`src/rtl/utf8vd_pkg.sv`:
```
// utf8vd_pkg: shared types, status codes and checks for the UTF-8 decoder.
// No dependencies; every other file of the decoder but utf8vd_in_if imports it.
`timescale 1ns / 1ps

package utf8vd_pkg;

  localparam int unsigned CP_W = 21;
  localparam int unsigned ST_W = 3;

  // Result status codes
  localparam logic [ST_W-1:0] ST_OK        = 3'd0;
  localparam logic [ST_W-1:0] ST_BAD_LEAD  = 3'd1;
  localparam logic [ST_W-1:0] ST_TRUNC     = 3'd2;
  localparam logic [ST_W-1:0] ST_BAD_CONT  = 3'd3;
  localparam logic [ST_W-1:0] ST_OVERLONG  = 3'd4;
  localparam logic [ST_W-1:0] ST_SURROGATE = 3'd5;
  localparam logic [ST_W-1:0] ST_RANGE     = 3'd6;
  localparam logic [ST_W-1:0] ST_END_ERR   = 3'd7;

  localparam logic [CP_W-1:0] CP_MIN_2   = 21'h00080;
  localparam logic [CP_W-1:0] CP_MIN_3   = 21'h00800;
  localparam logic [CP_W-1:0] CP_MIN_4   = 21'h10000;
  localparam logic [CP_W-1:0] CP_SUR_LO  = 21'h0D800;
  localparam logic [CP_W-1:0] CP_SUR_HI  = 21'h0DFFF;
  localparam logic [CP_W-1:0] CP_MAX     = 21'h10FFFF;

  // How a byte reads when it opens a sequence
  typedef enum logic [2:0] {
    LK_ASCII    = 3'd0,
    LK_LEAD2    = 3'd1,
    LK_LEAD3    = 3'd2,
    LK_LEAD4    = 3'd3,
    LK_BAD_LEAD = 3'd4
  } lead_kind_t;

  // One classified byte as it travels through the queue
  typedef struct packed {
    lead_kind_t  lead_kind;
    logic [4:0]  lead_bits;  // payload bits of a lead byte, already masked
    logic [6:0]  low_bits;   // byte[6:0]; ASCII value, or [5:0] as continuation
    logic        cont_ok;    // byte has the 10xxxxxx form
    logic        eos;
  } cls_item_t;

  function automatic logic [ST_W-1:0] judge(input logic [CP_W-1:0] cp,
                                            input logic [2:0]      span);
    logic [ST_W-1:0] st;
    st = ST_OK;
    if ((span == 3'd2 && cp < CP_MIN_2) ||
        (span == 3'd3 && cp < CP_MIN_3) ||
        (span == 3'd4 && cp < CP_MIN_4)) begin
      st = ST_OVERLONG;
    end else if (cp >= CP_SUR_LO && cp <= CP_SUR_HI) begin
      st = ST_SURROGATE;
    end else if (cp > CP_MAX) begin
      st = ST_RANGE;
    end
    return st;
  endfunction

endpackage

```
`src/rtl/utf8vd_in_if.sv`:
```
// utf8vd_in_if: byte channel into the decoder (valid/ready plus payload).
// Depends on nothing beyond the standard widths of the byte stream.
`timescale 1ns / 1ps

interface utf8vd_in_if;
  logic       valid;
  logic       ready;
  logic [7:0] data_byte;
  logic       end_of_string;

  modport source (output valid, output data_byte, output end_of_string, input ready);
  modport sink   (input valid, input data_byte, input end_of_string, output ready);
endinterface

```
`src/rtl/utf8vd_out_if.sv`:
```
// utf8vd_out_if: result channel out of the decoder (valid/ready plus payload).
// Uses the field widths of utf8vd_pkg.
`timescale 1ns / 1ps

interface utf8vd_out_if;
  import utf8vd_pkg::*;
  logic            valid;
  logic            ready;
  logic [CP_W-1:0] code_point;
  logic [ST_W-1:0] status;
  logic            last_of_string;

  modport source (output valid, output code_point, output status,
                  output last_of_string, input ready);
  modport sink   (input valid, input code_point, input status,
                  input last_of_string, output ready);
endinterface

```
`src/rtl/utf8vd_front.sv`:
```
// utf8vd_front: accepts input beats and classifies each byte for the back end.
// Depends on utf8vd_pkg and utf8vd_in_if.
`timescale 1ns / 1ps

module utf8vd_front (
  utf8vd_in_if.sink             in_ch,
  input  logic                  q_full,
  output logic                  push,
  output utf8vd_pkg::cls_item_t item
);
  import utf8vd_pkg::*;

  logic [7:0] b;
  assign b = in_ch.data_byte;

  assign in_ch.ready = !q_full;
  assign push        = in_ch.valid && !q_full;

  always_comb begin
    item.lead_kind = LK_BAD_LEAD;
    item.lead_bits = '0;
    priority if (b[7] == 1'b0) begin
      item.lead_kind = LK_ASCII;
    end else if (b[7:5] == 3'b110) begin
      item.lead_kind = LK_LEAD2;
      item.lead_bits = b[4:0];
    end else if (b[7:4] == 4'b1110) begin
      item.lead_kind = LK_LEAD3;
      item.lead_bits = {1'b0, b[3:0]};
    end else if (b[7:3] == 5'b11110) begin
      item.lead_kind = LK_LEAD4;
      item.lead_bits = {2'b00, b[2:0]};
    end else begin
      item.lead_kind = LK_BAD_LEAD;
    end
    item.low_bits = b[6:0];
    item.cont_ok  = (b[7:6] == 2'b10);
    item.eos      = in_ch.end_of_string;
  end

endmodule

```
`src/rtl/utf8vd_queue.sv`:
```
// utf8vd_queue: short register queue of classified bytes between front and back.
// Depends on utf8vd_pkg for the item type.
`timescale 1ns / 1ps

module utf8vd_queue #(
  parameter int unsigned DEPTH = 2
) (
  input  logic                  clk,
  input  logic                  rst_n,
  input  logic                  push,
  input  utf8vd_pkg::cls_item_t push_item,
  input  logic                  pop,
  output logic                  full,
  output logic                  q_valid,
  output utf8vd_pkg::cls_item_t head
);
  import utf8vd_pkg::*;

  localparam int unsigned PTR_W = $clog2(DEPTH);
  localparam int unsigned CNT_W = $clog2(DEPTH + 1);

  cls_item_t        mem_r [DEPTH];
  logic [PTR_W-1:0] wr_ptr_r, wr_ptr_nxt;
  logic [PTR_W-1:0] rd_ptr_r, rd_ptr_nxt;
  logic [CNT_W-1:0] count_r, count_nxt;

  assign full    = (count_r == CNT_W'(DEPTH));
  assign q_valid = (count_r != '0);
  assign head    = mem_r[rd_ptr_r];

  always_comb begin
    wr_ptr_nxt = wr_ptr_r;
    rd_ptr_nxt = rd_ptr_r;
    count_nxt  = count_r;
    if (push) begin
      wr_ptr_nxt = (wr_ptr_r == PTR_W'(DEPTH - 1)) ? '0 : wr_ptr_r + 1'b1;
    end
    if (pop) begin
      rd_ptr_nxt = (rd_ptr_r == PTR_W'(DEPTH - 1)) ? '0 : rd_ptr_r + 1'b1;
    end
    if (push && !pop) begin
      count_nxt = count_r + 1'b1;
    end else if (pop && !push) begin
      count_nxt = count_r - 1'b1;
    end
  end

  always_ff @(posedge clk) begin
    if (!rst_n) begin
      wr_ptr_r <= '0;
      rd_ptr_r <= '0;
      count_r  <= '0;
    end else begin
      wr_ptr_r <= wr_ptr_nxt;
      rd_ptr_r <= rd_ptr_nxt;
      count_r  <= count_nxt;
    end
  end

  always_ff @(posedge clk) begin
    if (push) begin
      mem_r[wr_ptr_r] <= push_item;
    end
  end

endmodule

```
`src/rtl/utf8vd_back.sv`:
```
// utf8vd_back: sequence assembly, validity checks and the result register.
// Depends on utf8vd_pkg and utf8vd_out_if.
`timescale 1ns / 1ps

module utf8vd_back (
  input  logic                  clk,
  input  logic                  rst_n,
  input  logic                  q_valid,
  input  utf8vd_pkg::cls_item_t item,
  output logic                  pop,
  utf8vd_out_if.source          out_ch
);
  import utf8vd_pkg::*;

  logic [1:0]      rem_r, rem_nxt;
  logic [2:0]      span_r, span_nxt;
  logic [CP_W-1:0] part_r, part_nxt;
  logic            pend_r, pend_nxt;
  logic            skip_r, skip_nxt;

  logic            ov_r, ov_nxt;
  logic [CP_W-1:0] ocp_r, ocp_nxt;
  logic [ST_W-1:0] ost_r, ost_nxt;
  logic            olast_r, olast_nxt;

  logic            emit;
  logic [ST_W-1:0] e_st;
  logic [CP_W-1:0] e_cp;
  logic [CP_W-1:0] acc;
  logic [1:0]      rem_dec;
  logic            pend_upd;

  assign pop = q_valid && (!ov_r || out_ch.ready);

  assign acc      = {part_r[CP_W-7:0], item.low_bits[5:0]};
  assign rem_dec  = rem_r - 2'd1;
  assign pend_upd = pend_r || !item.cont_ok;

  always_comb begin
    rem_nxt   = rem_r;
    span_nxt  = span_r;
    part_nxt  = part_r;
    pend_nxt  = pend_r;
    skip_nxt  = skip_r;
    emit      = 1'b0;
    e_st      = ST_OK;
    e_cp      = '0;

    if (pop) begin
      if (skip_r) begin
        if (item.eos) begin
          emit = 1'b1;
          e_st = ST_END_ERR;
        end
      end else if (rem_r == 2'd0) begin
        unique case (item.lead_kind)
          LK_ASCII: begin
            emit = 1'b1;
            e_cp = {{(CP_W-7){1'b0}}, item.low_bits};
          end
          LK_LEAD2, LK_LEAD3, LK_LEAD4: begin
            if (item.eos) begin
              emit = 1'b1;
              e_st = ST_TRUNC;
            end else begin
              unique case (item.lead_kind)
                LK_LEAD2: begin span_nxt = 3'd2; rem_nxt = 2'd1; end
                LK_LEAD3: begin span_nxt = 3'd3; rem_nxt = 2'd2; end
                default:  begin span_nxt = 3'd4; rem_nxt = 2'd3; end
              endcase
              part_nxt = {{(CP_W-5){1'b0}}, item.lead_bits};
              pend_nxt = 1'b0;
            end
          end
          default: begin
            emit = 1'b1;
            e_st = ST_BAD_LEAD;
          end
        endcase
      end else begin
        part_nxt = acc;
        pend_nxt = pend_upd;
        rem_nxt  = rem_dec;
        if (rem_dec == 2'd0) begin
          emit = 1'b1;
          e_st = pend_upd ? ST_BAD_CONT : judge(acc, span_r);
          e_cp = acc;
        end else if (item.eos) begin
          emit = 1'b1;
          e_st = ST_TRUNC;
        end
      end

      // Any result closes the sequence; an error on any byte but the end byte also starts skipping.
      if (emit && (item.eos || e_st != ST_OK || rem_r != 2'd0)) begin
        rem_nxt  = '0;
        span_nxt = '0;
        part_nxt = '0;
        pend_nxt = 1'b0;
        skip_nxt = !item.eos && (e_st != ST_OK);
      end
    end
  end

  always_comb begin
    ov_nxt    = ov_r && !out_ch.ready;
    ocp_nxt   = ocp_r;
    ost_nxt   = ost_r;
    olast_nxt = olast_r;
    if (emit) begin
      ov_nxt    = 1'b1;
      ocp_nxt   = (e_st == ST_OK) ? e_cp : '0;
      ost_nxt   = e_st;
      olast_nxt = item.eos;
    end
  end

  always_ff @(posedge clk) begin
    if (!rst_n) begin
      rem_r  <= '0;
      span_r <= '0;
      part_r <= '0;
      pend_r <= 1'b0;
      skip_r <= 1'b0;
      ov_r   <= 1'b0;
    end else begin
      rem_r  <= rem_nxt;
      span_r <= span_nxt;
      part_r <= part_nxt;
      pend_r <= pend_nxt;
      skip_r <= skip_nxt;
      ov_r   <= ov_nxt;
    end
  end

  always_ff @(posedge clk) begin
    ocp_r   <= ocp_nxt;
    ost_r   <= ost_nxt;
    olast_r <= olast_nxt;
  end

  assign out_ch.valid          = ov_r;
  assign out_ch.code_point     = ocp_r;
  assign out_ch.status         = ost_r;
  assign out_ch.last_of_string = olast_r;

endmodule

```
`src/rtl/utf8vd_core.sv`:
```
// utf8_validating_decoder_core: top level of the UTF-8 to code point decoder.
// Depends on utf8vd_pkg, both channel interfaces, utf8vd_front, utf8vd_queue, utf8vd_back.
`timescale 1ns / 1ps

// The decoder takes one UTF-8 byte per beat on in_ch, with end_of_string on
// the final byte, and returns one beat on out_ch for each completed code point
// and for the first error of a string (bad lead, truncated, bad continuation,
// overlong, surrogate, out of range). After an error the rest of the string is
// dropped and its end byte yields an end-after-error beat. Throughput is one
// byte per clock while out_ch is not stalled, as the back end's sequence
// register steps on each byte it takes from the queue. A byte passes through
// the queue, then the back end loads its result into the result register,
// which presents the beat on out_ch until it is taken. A stall on out_ch backs
// up into the QUEUE_DEPTH-entry queue before in_ch.ready drops. No clearing
// pass is needed after reset.
module utf8_validating_decoder_core #(
  parameter int unsigned QUEUE_DEPTH = 2   // classified-byte queue entries, 2..32
) (
  input  logic          clk,
  input  logic          rst_n,
  utf8vd_in_if.sink     in_ch,
  utf8vd_out_if.source  out_ch
);
  import utf8vd_pkg::*;

  // front end -> queue
  cls_item_t front_item;
  logic      push;
  logic      q_full;

  // queue -> back end
  cls_item_t head;
  logic      q_valid;
  logic      pop;

  // Front: handshake on the byte side, classify the byte as lead or continuation.
  utf8vd_front u_front (
    .in_ch  (in_ch),
    .q_full (q_full),
    .push   (push),
    .item   (front_item)
  );

  // Decouples input acceptance from output stalls.
  utf8vd_queue #(
    .DEPTH (QUEUE_DEPTH)
  ) u_queue (
    .clk       (clk),
    .rst_n     (rst_n),
    .push      (push),
    .push_item (front_item),
    .pop       (pop),
    .full      (q_full),
    .q_valid   (q_valid),
    .head      (head)
  );

  // Back: assemble sequences, run the checks in order, hold the result beat.
  utf8vd_back u_back (
    .clk     (clk),
    .rst_n   (rst_n),
    .q_valid (q_valid),
    .item    (head),
    .pop     (pop),
    .out_ch  (out_ch)
  );

  // Error beats never carry a code point.
  a_err_cp_zero: assert property (@(posedge clk) disable iff (!rst_n)
    (out_ch.valid && out_ch.status != ST_OK) |-> (out_ch.code_point == '0))
    else $error("error beat with nonzero code point");

  // An ok beat is a legal scalar value.
  a_ok_legal: assert property (@(posedge clk) disable iff (!rst_n)
    (out_ch.valid && out_ch.status == ST_OK) |->
      (out_ch.code_point <= CP_MAX &&
       (out_ch.code_point < CP_SUR_LO || out_ch.code_point > CP_SUR_HI)))
    else $error("ok beat with illegal code point");

  // End-after-error only ever closes a string.
  a_end_err_last: assert property (@(posedge clk) disable iff (!rst_n)
    (out_ch.valid && out_ch.status == ST_END_ERR) |-> out_ch.last_of_string)
    else $error("end-after-error beat without last_of_string");

  // A waiting entry with a free result register is consumed that cycle.
  a_no_bubble: assert property (@(posedge clk) disable iff (!rst_n)
    (q_valid && (!out_ch.valid || out_ch.ready)) |-> pop)
    else $error("back end idles with work queued");

endmodule

```
`src/flat_wrapper.sv`:
```
// flat-port wrapper written by rule: the top's interface ports become plain ports
module utf8_validating_decoder_core_flat import utf8vd_pkg::*;
#(
  parameter int unsigned QUEUE_DEPTH = 2                                          
)
  (clk, rst_n, in_ch_valid, in_ch_data_byte, in_ch_end_of_string, in_ch_ready, out_ch_valid, out_ch_code_point, out_ch_status, out_ch_last_of_string, out_ch_ready);
  utf8vd_in_if in_ch_i ();
  utf8vd_out_if out_ch_i ();
  input  logic clk;
  input  logic rst_n;
  input wire logic [$bits(in_ch_i.valid)-1:0] in_ch_valid;
  input wire logic [$bits(in_ch_i.data_byte)-1:0] in_ch_data_byte;
  input wire logic [$bits(in_ch_i.end_of_string)-1:0] in_ch_end_of_string;
  output wire logic [$bits(in_ch_i.ready)-1:0] in_ch_ready;
  output wire logic [$bits(out_ch_i.valid)-1:0] out_ch_valid;
  output wire logic [$bits(out_ch_i.code_point)-1:0] out_ch_code_point;
  output wire logic [$bits(out_ch_i.status)-1:0] out_ch_status;
  output wire logic [$bits(out_ch_i.last_of_string)-1:0] out_ch_last_of_string;
  input wire logic [$bits(out_ch_i.ready)-1:0] out_ch_ready;
  assign in_ch_i.valid = in_ch_valid;
  assign in_ch_i.data_byte = in_ch_data_byte;
  assign in_ch_i.end_of_string = in_ch_end_of_string;
  assign in_ch_ready = in_ch_i.ready;
  assign out_ch_valid = out_ch_i.valid;
  assign out_ch_code_point = out_ch_i.code_point;
  assign out_ch_status = out_ch_i.status;
  assign out_ch_last_of_string = out_ch_i.last_of_string;
  assign out_ch_i.ready = out_ch_ready;
  utf8_validating_decoder_core #(.QUEUE_DEPTH(QUEUE_DEPTH)) u_core (.clk(clk), .rst_n(rst_n), .in_ch(in_ch_i), .out_ch(out_ch_i));
endmodule
```
`config.mk`:
```
export PLATFORM = sky130hd
export DESIGN_NAME = utf8_validating_decoder_core_flat
export DESIGN_NICKNAME = d
export VERILOG_FILES = /design/src/rtl/utf8vd_pkg.sv /design/src/rtl/utf8vd_in_if.sv /design/src/rtl/utf8vd_out_if.sv /design/src/rtl/utf8vd_front.sv /design/src/rtl/utf8vd_queue.sv /design/src/rtl/utf8vd_back.sv /design/src/rtl/utf8vd_core.sv /design/src/flat_wrapper.sv
export SDC_FILE = /design/constraint.sdc
export NUM_CORES = 1
export LEC_CHECK = 0
export CAP_MARGIN = 40
export CORE_MARGIN = 5
export CORE_UTILIZATION = 40
export CTS_BUF_LIST = sky130_fd_sc_hd__clkbuf_8
export DETAILED_ROUTE_END_ITERATION = 7
export DONT_BUFFER_PORTS = 1
export PLACE_DENSITY = 0.61
export SETUP_SLACK_MARGIN = 0.05
export SLEW_MARGIN = 20
export SYNTH_ARGS = -nofsm -noshare
export SYNTH_HDL_FRONTEND = slang
export SYNTH_HIERARCHICAL = 1
export SYNTH_SLANG_ARGS = --single-unit
```
`constraint.sdc`:
```
create_clock -name clk -period 2.6 [get_ports clk]
set_input_delay 0.52 -clock clk [delete_from_list [all_inputs] [get_ports clk]]
set_output_delay 0.52 -clock clk [all_outputs]
set_load 0.1 [all_outputs]
```
======== Yosys cells after proc, flatten, opt, wreduce, memory -nomap -nowiden ========
Memory sizes are Yosys's and may differ from the RTL's. A register that Yosys moved wholly into a read port is not among the register bits.
Index checks and enable logic that the tools add are counted.
W data, S select, Z words.
word-level totals
  bits in latches ......................... 0
  input bits .............................. 13
  RAM bits ................................ 34
  register bits after elaboration ......... 52
  memories kept ........................... 1
  output and inout bits ................... 27
  logic and storage cells ................. 139
  bits in read-only memories .............. 0
memories
  memory                words  width  read ports  clocked after Yosys merged registers in  write ports  line                source
  u_core.u_queue.mem_r  2      17     1           1                                        1            utf8vd_queue.sv:22  cls_item_t mem_r [DEPTH];
cells by class
  shifts and indexed selects .............. 0
  muxes and demuxes ....................... 59
  $add $sub $neg .......................... 5
  bitwise gates (word level) .............. 2
  eq/ne operators ......................... 15
  reduce and logical (&&, ||, !) cells .... 39
  multiply operators ...................... 0
  $lt $le $gt $ge ......................... 6
  divide/modulo/power cells ............... 0
operators with widths
  operator                count
  $mux W15                5
  $mux W3                 18
  $mux W21                2
  $ge A21 B16 Y1 const B  1
  $gt A21 B21 Y1 const B  1
  $le A21 B16 Y1 const B  1
  $lt A21 B12 Y1 const B  1
  $lt A21 B17 Y1 const B  1
  $lt A21 B8 Y1 const B   1
  $mux W1                 19
  $mux W2                 8
  $mux W8                 2
  $eq A3 B2 Y1 const B    4
  $logic_and A1 B1 Y1     11
  $reduce_bool A2 Y1      5
  $pmux W2 S2             2
  $logic_not A1 Y1        7
  $mux W7                 1
  $eq A3 B3 Y1 const B    2
  $logic_not A3 Y1        2
  $logic_or A1 B1 Y1      6
  $pmux W3 S2             1
  $reduce_or A3 Y1        2
  $eq A5 B5 Y1 const B    1
  other kinds (16)        22

======== Longest topological paths before layout ========
  word-level depth ........................ 16
  depth in mapped cells ................... 11
  mapped depth without buffers ............ 8

======== Hierarchy ========
Netlist, hierarchy kept.
modules (own cells, without submodules)
  module        cells each  area each (sq um)  instances  seq. area each (sq um)
  utf8vd_back   190         2110.8             1          1211.2
  utf8vd_queue  75          1446.4             1          1121.1
  utf8vd_front  25          166.4              1          0.0

======== Worst setup path after synthesis ========
Ideal clock, no wire load.
  path type ............................... reg2reg
  start ................................... register (tool-made name)
  end ..................................... register u_core.u_back.ocp_r[0] (netlist: u_core/u_back/out_ch.code_point[0]) (enable)
  period minus slack after synthesis ...... 2.432 ns
  path buffers ............................ 2
  data arrival time ....................... 2.052 ns
  library setup time ...................... 0.380 ns
  setup slack ............................. 0.168 ns
  stages on the path, launching flop included .. 9
  data required time ...................... 2.220 ns
  cell sequence ........................... dfxtp_1 buf_2 buf_4 mux2_2 o21bai_1 o21ai_0 inv_1 o21ai_0 inv_1
RTL lines
  what                    line                source
  end signal: assignment  utf8vd_back.sv:137  ocp_r <= ocp_nxt;
  end: declaration        utf8vd_back.sv:22   logic [CP_W-1:0] ocp_r, ocp_nxt;

==> impl_metrics.py <==
metrics = {
    "run": {
        "drv_cap": 0,
    },
    "yosys": {
        "ys_top_cells_by_area": "edfxtp_1, dfxtp_1, mux2_2",
        "synth_cell_type_count": 54,
        "syn_area_sq_mm": 0.00372,
        "synth_top_area_share_pct": 47.6,
        "ys.flop_type": "edfxtp_1",
        "syn_avg_cell_area_sq_um": 12.8,
        "synth_nets": 304,
        "synth_edf_count": 59,
        "syn_inst": 290,
        "yosysWarningCount": 6,
        "yosysTopAreaCell": "edfxtp_1",
        "synth-seq-cells": 87,
        "ys_seq_area_share_pct": 62.6,
        "synthArstFlopShare_pct": 0,
    },
    "final_layout": {
        "fin_nets": 316,
        "layout_commonest_cell": "edfxtp_1",
        "drive_above_1_share_pct": 21.8,
        "antennaDiodeCount": 0,
        "final_cell_count_no_fill": 418,
        "areaGrowthSynthToFinish_pct": 11.7,
        "final_cell_mix": "edfxtp_1, dfxtp_1, and2_1",
        "fin_util_pct": 45.5,
        "fillers": 810,
    },
    "critical_path": {
        "critPathTopFamily": "simple AND/OR/NAND/NOR gates",
        "slowest_stage": "mux2_2",
        "cp-end-kind": "flip-flop",
        "crit_path_max_fanout": 9,
        "worstSetupPathType": "reg -> reg",
        "cp-start-kind": "flip-flop",
        "slowest_delay_ps": 430,
        "reg2reg_depth": 6,
        "worstPathRequired_ps": 2820,
        "cp.arrival_ps": 2580,
        "path_cells": "mux2_2 -> a2111o_1 -> o21ai_2 -> nand2_2 -> nor4_4 -> and2_1",
        "cp_num_cells": 6,
        "worst-path-buf-inv": 0,
    },
    "grt": {
        "grt_overflow": 0,
        "antenna_found_initial": 0,
        "grt_pass1_vias": 2138,
        "track_usage_pct": 11.9,
        "grt_max_degree": 20,
        "grt_pass1_wl_mm": 10.5,
    },
    "floorplanning": {
        "core_sq_mm": 0.00915,
        "ios": 40,
        "std_cell_rows": 35,
        "die_w_um": 106,
        "dieHeight_um": 106,
        "start_util_pct": 40.7,
        "dieArea_sq_mm": 0.0113,
    },
    "sta": {
        "fmax_mhz": 424,
        "slew_viol_final": 0,
        "period_minus_slack_ps": 2360,
        "hold_viol": 0,
        "fin_skew_ps": 8.84,
        "hold_slack_ps": 260,
        "worst_pin_slew_ps": 891,
        "relSlewSlack_pct": 40.7,
        "tns_ps": 0,
        "finalSetupViolCount": 0,
        "rsz0062_at_grt": "no",
        "post-route-period-util_pct": 90.8,
    },
    "clock_network": {
        "cts_sinks": 87,
        "cts_hold_buf": 0,
        "clockBufferDepth": 2,
        "root_buffer": "clkbuf_8",
        "h-tree-depth": 3,
        "cts.clk_slew.worst_paths_ps": 90,
        "cts_tree": "built",
        "clkLatencyLatePin_ps": 350,
        "cts_buffers": 9,
    },
    "drt": {
        "drc_errors": 0,
        "wl_met1_mm": 3.00,
        "ant_nets": 0,
        "drtIter0Drc": 58,
        "drt_pass1_iterations": 4,
        "met3_wirelength_um": 252,
        "routed.top_layer": "met4",
        "vias": 2181,
        "wl_met2_mm": 3.06,
        "vias_per_cell": 5.22,
        "wirelength_mm": 6.47,
        "wl_per_cell_um": 15.5,
    },
    "placement": {
        "dp.cells": 401,
        "dp.final_hpwl_mm": 4.67,
        "io_buffers": 0,
        "gp_routability_congestion": 0.934,
    },
    "min_path": {
        "worstHoldPathCells": 0,
        "worstHoldStart": "in_ch_data_byte[1]",
        "hold_class": "in -> reg",
    },
    "run_status": {
        "status": "finished, final reports clean",
    },
}
==> final timing paths <==
path / end / slack [ps]
worst min-delay path: u_core/u_queue/mem_r[0][3]$_DFFE_PP_ / 260
worst min register to register: u_core/u_back/span_r[0]$_SDFFE_PN0P_ / 500
worst max-delay path: u_core/u_back/out_ch.code_point[3]$_SDFFCE_PP0P_ / 240
worst max register to register: u_core/u_back/out_ch.code_point[3]$_SDFFCE_PP0P_ / 240
==> cell families after synthesis <==
family / count (synthesis) / share of synthesized area, %
simple gates: 101 / 15.8
flops: 87 / 62.6
compound gates: 49 / 9.81
buf+inv: 26 / 3.97
mux: 22 / 6.49
xor+xnor: 4 / 0.941
fa+ha+maj: 1 / 0.336
==> cell type report <==
class / instances / area, sq um / area share [%]
Sequential cell: 87 / 2330 / 56.1
Multi-Input combinational cell: 177 / 1250 / 30.0
Timing Repair Buffer: 20 / 233 / 5.59
Clock inverter: 7 / 57.6 / 1.38
Inverter: 7 / 26.3 / 0.632
Clock buffer: 9 / 124 / 2.98
Tap cell: 111 / 139 / 3.34
==> flip-flops by register name (all words and copies together) (netlist names), named ones only <==
name and count:
u_core/u_queue/mem_r 34, u_core/u_back/out_ch.code_point 21, u_core/u_back/part_r 15, u_core/u_back/out_ch.status 3, u_core/u_back/span_r 3, u_core/u_back/rem_r 2
u_core/u_queue/count_r 2, u_core/u_back/out_ch.last_of_string 1, u_core/u_back/out_ch.valid 1, u_core/u_back/pend_r 1, u_core/u_back/skip_r 1, u_core/u_queue/rd_ptr_r 1
u_core/u_queue/wr_ptr_r 1
==> metal layers <==
metal	vias to the layer above	GRT usage [%]
met4	0	6.85
li1	1080	-
met5	-	0
met2	53	18.7
met1	1035	14.9
met3	13	2.98
==> repair_timing <==
action,CTS,global route
endpoints found under the setup margin,0,39
resized for setup,0,2
setup buffers,0,1
==> metrics by stage <==
| step | setup WS [ps] | area [sq um] |
|---|---|---|
| floorplan | 168 | 3720 |
| global placement | 216 | 3840 |
| detailed placement | 115 | 3970 |
| CTS | 95.4 | 4150 |
| global route | 70.0 | 4160 |
| finish | 240 | 4160 |
==> synthesized netlist by cell type, types with 3 or more instances <==
cell type / instances
nand2_1: 20
and3_1: 6
a21oi_1: 5
buf_2: 4
o21ai_0: 10
nor2_1: 16
dfxtp_1: 28
nand3_1: 4
mux2_2: 17
mux2i_1: 5
buf_4: 10
edfxtp_1: 59
inv_1: 7
nor2b_1: 6
and2_1: 26
clkbuf_1: 4
o31ai_1: 3
a22o_1: 11
nand2b_1: 3
Power is left out: the tool's default activity adds up to more than one toggle a clock period on the data nets, which glitch-free logic cannot reach.
